`config.mk`:
```
export PLATFORM = sky130hd
export DESIGN_NAME = rmw_div
export DESIGN_NICKNAME = d
export VERILOG_FILES = /design/src/rtl/rmw_pkg.sv /design/src/rtl/rmw_div.sv
export SDC_FILE = /design/constraint.sdc
export NUM_CORES = 2
export LEC_CHECK = 0
export BUFFER_PORTS_ARGS = -buffer_cell sky130_fd_sc_hd__buf_2
export CAP_MARGIN = 20
export CORE_MARGIN = 2
export CORE_UTILIZATION = 46
export CTS_BUF_LIST = sky130_fd_sc_hd__clkbuf_16
export DETAILED_ROUTE_END_ITERATION = 12
export PLACE_DENSITY_LB_ADDON = 0.2
export SKIP_LAST_GASP = 1
export SLEW_MARGIN = 20
export SYNTH_ARGS = -nofsm -noshare
export SYNTH_HDL_FRONTEND = slang
export SYNTH_SLANG_ARGS = --single-unit
```
`constraint.sdc`:
```
create_clock -name clk -period 5.59 [get_ports clk]
set_input_delay 1.118 -clock clk [delete_from_list [all_inputs] [get_ports clk]]
set_output_delay 1.118 -clock clk [all_outputs]
set_load 0.01 [all_outputs]
```
`src/rtl/rmw_pkg.sv`:
```
`default_nettype none
// ----------------------------------------------------------------------------
// rmw_pkg: shared types and constants for the robust weight core
// Mode codes, register indexes, sideband struct and fixed-point constants.
// ----------------------------------------------------------------------------
package rmw_pkg;

  localparam int RMW_FRAC_BITS = 16;
  localparam int RES_W         = 32;  // residual width
  localparam int TC_W          = 32;  // tuning constant width
  localparam int MODE_W        = 3;
  localparam int CFG_IDX_W     = 1;
  localparam int MAG_W         = 33;  // |residual| holds 2^31
  localparam int NORM_W        = 19;  // normalized operands stay below 2^19
  localparam int SHIFT_W       = 4;   // normalizing shift 0..14
  localparam int SQ_W          = 2 * NORM_W;
  localparam int DEN_W         = SQ_W + 1;

  localparam int            Q30_W     = 31;
  localparam logic [30:0]   Q30_ONE   = 31'h4000_0000;
  localparam logic [30:0]   LOG2E_Q30 = 31'd1549082005;
  localparam logic [29:0]   LN2_Q30   = 30'd744261118;
  localparam logic [31:0]   RECIP3    = 32'hAAAA_AAAB;  // floor(v/3) = v*RECIP3 >> 33

  typedef enum logic [MODE_W-1:0] {
    MODE_FAIR   = 3'd0,
    MODE_HUBER  = 3'd1,
    MODE_CAUCHY = 3'd2,
    MODE_TUKEY  = 3'd3,
    MODE_WELSH  = 3'd4
  } rmw_mode_t;

  typedef enum logic [CFG_IDX_W-1:0] {
    REG_MODE   = 1'b0,
    REG_TUNING = 1'b1
  } rmw_reg_t;

  // Per-item control that rides along the datapath
  typedef struct packed {
    rmw_mode_t mode;
    logic      lt;   // |e| < c
    logic      gt;   // |e| > c
  } rmw_side_t;

endpackage

`default_nettype wire

```
`src/rtl/rmw_div.sv`:
```
`default_nettype none
// ----------------------------------------------------------------------------
// rmw_div: pipelined restoring divider
// One quotient bit per stage, sideband carried along, overflow flagged when
// the quotient does not fit in QW bits.
// ----------------------------------------------------------------------------
module rmw_div
  import rmw_pkg::*;
#(
  parameter int NW  = RMW_FRAC_BITS + DEN_W,
  parameter int DW  = DEN_W,
  parameter int QW  = RMW_FRAC_BITS + 4,
  parameter int SBW = $bits(rmw_side_t)
) (
  input  wire logic           clk,
  input  wire logic           rst_n,
  input  wire logic           en,
  input  wire logic           in_v,
  input  wire logic [NW-1:0]  in_num,
  input  wire logic [DW-1:0]  in_den,
  input  wire logic [SBW-1:0] in_sb,
  output logic                out_v,
  output logic [QW-1:0]       out_q,
  output logic                out_ovf,
  output logic [SBW-1:0]      out_sb
);

  localparam int HW = NW - QW;

  logic [QW:0]     v_r;
  logic [QW:0]     ovf_r;
  logic [DW-1:0]   rem_r [0:QW];
  logic [DW-1:0]   d_r   [0:QW];
  logic [QW-1:0]   lo_r  [0:QW];
  logic [QW-1:0]   q_r   [0:QW];
  logic [SBW-1:0]  sb_r  [0:QW];

  logic [HW-1:0]   hi;
  logic            ovf0;
  logic [DW:0]     r2 [0:QW-1];
  logic [DW:0]     df [0:QW-1];
  logic [QW-1:0]   ge;

  assign hi   = in_num[NW-1:QW];
  assign ovf0 = (HW+DW)'(hi) >= (HW+DW)'(in_den);

  always_comb begin
    for (int j = 0; j < QW; j++) begin
      r2[j] = {rem_r[j], lo_r[j][QW-1]};
      df[j] = r2[j] - {1'b0, d_r[j]};
      ge[j] = r2[j] >= {1'b0, d_r[j]};
    end
  end

  always_ff @(posedge clk) begin
    if (!rst_n) begin
      v_r <= '0;
    end else if (en) begin
      v_r <= {v_r[QW-1:0], in_v};
    end
  end

  always_ff @(posedge clk) begin
    if (en) begin
      rem_r[0] <= DW'(hi);
      d_r[0]   <= in_den;
      lo_r[0]  <= in_num[QW-1:0];
      q_r[0]   <= '0;
      ovf_r[0] <= ovf0;
      sb_r[0]  <= in_sb;
      for (int j = 0; j < QW; j++) begin
        rem_r[j+1] <= ge[j] ? df[j][DW-1:0] : r2[j][DW-1:0];
        d_r[j+1]   <= d_r[j];
        lo_r[j+1]  <= lo_r[j] << 1;
        q_r[j+1]   <= {q_r[j][QW-2:0], ge[j]};
        ovf_r[j+1] <= ovf_r[j];
        sb_r[j+1]  <= sb_r[j];
      end
    end
  end

  assign out_v   = v_r[QW];
  assign out_q   = q_r[QW];
  assign out_ovf = ovf_r[QW];
  assign out_sb  = sb_r[QW];

  a_rem_below_den: assert property (@(posedge clk) disable iff (!rst_n)
    v_r[QW] && !ovf_r[QW] && (d_r[QW] != '0) |-> rem_r[QW] < d_r[QW])
    else $error("divider remainder not below divisor");

  a_hold: assert property (@(posedge clk) disable iff (!rst_n)
    !en |=> v_r == $past(v_r))
    else $error("divider valids moved while held");

  a_advance: assert property (@(posedge clk) disable iff (!rst_n)
    en |=> v_r[1] == $past(v_r[0]))
    else $error("divider valid lost while advancing");

endmodule

`default_nettype wire

```
==> results by group <==
Status
  – Status: finished clean

Synth
  – Netlist Area Pre-Place: 115,000 µm²
  – Most frequent cells after synthesis: edfxtp_1 (2,102), inv_1 (1,001), a21oi_1 (849)
  – Avg Inst Size Synth: 11.5 µm²
  – Syn Inst Count: 9,973
  – Synth area leaders: edfxtp_1 (55%), ha_1 (8.8%), a21oi_1 (3.7%)
  – Largest area contributor in the netlist: edfxtp_1
  – Syn_nets: 10,900
  – Compound-Gate Fraction of Synth Area: 0.141
  – Simple-gate share of the synthesized area: 0.0897
  – Synth warnings: 0
  – Yosys cell types: 84
  – Top cell type's share of synthesized area: 0.548
  – Post-Synth Adder-Cell Area: 0.0916
  – Area share of xor/xnor cells in the synthesized design: 0.0482
  – Top_reg_cell synth: edfxtp_1
  – Synthesis-stage register bit count: 2,123
  – Mux contribution to synthesized area: 0.0364
  – Asr flop ratio synth: 0
  – Post-synth EDFFs: 2,102
  – Register area share after synthesis: 0.552
  – Main combinational cell family by area after synthesis: compound AO/OA/AOI/OAI gates
  – Most numerous cell in the Yosys netlist: edfxtp_1

Timing
  – Worst Max-Slew Pin Slew: 0.991 ns
  – Slew Limit Fails: 0
  – Minimum clock period: 4.94 ns
  – Final TNS setup: 0 ns
  – Number of setup violations in the final report: 0
  – Hold Fails Final Rpt: 0
  – Fin crit share: 0.883
  – Max Fclk: 203 MHz
  – Slew headroom: 0.322
  – Final Skew: 0.0595 ns
  – Unrepaired setup endpoints after global routing: false

Die
  – Die Wd: 504 µm
  – Core Area: 249,000 µm²
  – Die ar.: 254,000 µm²
  – Die Ht: 504 µm
  – Starting Density: 0.463
  – # IOs: 130
  – # rows: 183

Global routing
  – First-pass GRT wire length: 436 mm
  – Initial antenna violation count: 10
  – GRT overflow: 0
  – Number of global-route vias before repair: 75,500
  – All-Layer GR Usage: 0.218
  – Largest net degree at the start of global routing: 126

Cells and area
  – Fill cell count: 21,800
  – Post-route cell area: 128,000 µm²
  – Finished Layout Cells: 13,700
  – Final nets: 11,100
  – Register area: 63,500 µm²
  – Share of layout cells above drive strength 1: 0.0915
  – Multi-input logic area: 47,000 µm²
  – Area grow syn2layout: 11.0%

Clock tree
  – Clock transition at path regs: 0.06 ns
  – CTS tree: done
  – H-tree depth: 4
  – Setup bufs post-CTS: 0
  – Deepest clock path buffer count: 3
  – Clock latency on the worst-skew pair: 0.87 ns
  – CTS Buf Count: 231
  – Post-CTS Resized: 0
  – Post-CTS Hold Buffers: 0
  – CTS Root Buffer Type: clkbuf_16
  – Clk sinks: 2,123

Setup path
  – Crit path DAT: 5.52 ns
  – Worst setup EP type: register
  – Required @ worst endpoint: 6.17 ns
  – Setup CP Type: register to register
  – CP Max Fanout: 40
  – Worst r2r path cells: 13
  – CP startpoint kind: register

Drt
  – Average via count per standard cell: 5.55
  – Final wirelength: 281 mm
  – Post-route ant nets: 0
  – Iteration-0 DRC Markers: 5,657
  – DRC: 0
  – Via count: 76,100
  – DR WL/cell: 20.5 µm
  – First-pass iteration count of the detailed router: 5

Pwr
  – Pwr dens: 560 nW/µm²
  – Static Leak: 52.6 nW
  – Max IR drop VDD: 0.397 mV

Worst hold path
  – Worst min-delay path class: register to register
  – Worst Hold Path Cells: 0

Placed design
  – Post-Place Cells: 13,300
  – RD Place Congestion: 0.972
  – Post-placement cell area: 120,000 µm²
  – Post-DP HPWL: 215 mm
  – PortBufs: 129

Flow run
  – Max capacitance violation total: 0
## area by class of cell
class / count / area share
diodes: 2 / 0.0000392
clock buffers: 231 / 0.0452
clock inverters: 199 / 0.0139
inverters: 1002 / 0.0294
multi-input cells: 6600 / 0.368
flip-flops and latches: 2123 / 0.497
well taps: 3330 / 0.0326
repair buffers: 228 / 0.0139
## cell usage in the layout (no fill, tap or decap), types with 34 or more instances in the layout
cell and count:
o31ai_1 47, clkinv_1 56, xnor2_1 364, clkbuf_16 231, nand3_1 172, nand2b_1 113, edfxtp_1 2102, mux2_4 37
nand4_1 127, nand2_1 649, xor2_1 269, buf_4 69, a21boi_0 40, nor4_1 34, o21bai_1 104, a21oi_1 845
clkinv_2 39, a211oi_1 43, o21ai_0 603, buf_2 128, mux2i_1 43, o21a_1 89, nor3_1 100, a21o_1 444
and3_1 90, inv_1 1044, a31oi_1 90, o211ai_1 38, mux2_2 280, ha_1 812, and2_1 47, nor2b_1 147
nor2_1 541
## registers in the layout, indices dropped and copies added (netlist names)
name,cells
d_r,780
lo_r,210
ovf_r,21
q_r,210
rem_r,776
sb_r,105
v_r,21
## through the flow
stage / power (mW) / setup WS, ns / hold WS, ns / utilization
2_1_floorplan: 47.6 / 1.81 / 0.400 / -
4_1_cts: 71.9 / 0.655 / 0.325 / 0.514
3_3_place_gp: 56.2 / 0.744 / 0.400 / 0.483
6_report: 71.5 / 0.653 / 0.410 / 0.514
5_1_grt: 76.4 / 0.548 / 0.350 / 0.514
3_5_place_dp: 56.4 / 0.705 / 0.405 / 0.483
## cell families after synthesis
logic type | after synthesis
DFF | 2123
adders and majority gates | 831
buffers and inverters | 1250
and+or+nand+nor | 2156
muxes | 365
AOI/OAI and AO/OA | 2615
xor gates and xnor gates | 633
## report_power, final
part	switching [mW]	total [mW]	internal, mW
Sequential	2.43	25.2	22.8
Clock	6.47	15.0	8.51
Combinational	17.8	31.3	13.5
Total	26.7	71.5	44.8
## critical path: stages (launching register included)
cell       delay (ns)
edfxtp_1         0.40
ha_1             0.42
a21o_1           0.19
a21oi_1          0.17
o211ai_1         0.10
a221o_1          0.38
a2111oi_2        0.69
nor2_1           0.23
o41a_1           0.45
nor2b_4          0.18
a21oi_1          0.08
or4_2            0.54
buf_4            0.36
mux2_4           0.39
## worst paths after layout
kind,from,to,slack [ns]
setup reg to reg,rem_r[0][90],rem_r[0][131],0.65
hold reg to reg,lo_r[0][28],lo_r[0][49],0.41
hold / removal,lo_r[0][28],lo_r[0][49],0.41
setup / recovery,rem_r[0][90],rem_r[0][131],0.65
## metal layers
metal / GRT usage / up-vias / part of all wire
li1: - / 37000 / -
met1: 0.290 / 36700 / 0.45
met2: 0.360 / 1874 / 0.47
met3: 0.0289 / 535 / 0.043
met4: 0.0855 / 4 / 0.042
met5: 0 / - / 0.000075
Note: power is estimated with default switching activity, not from simulation.
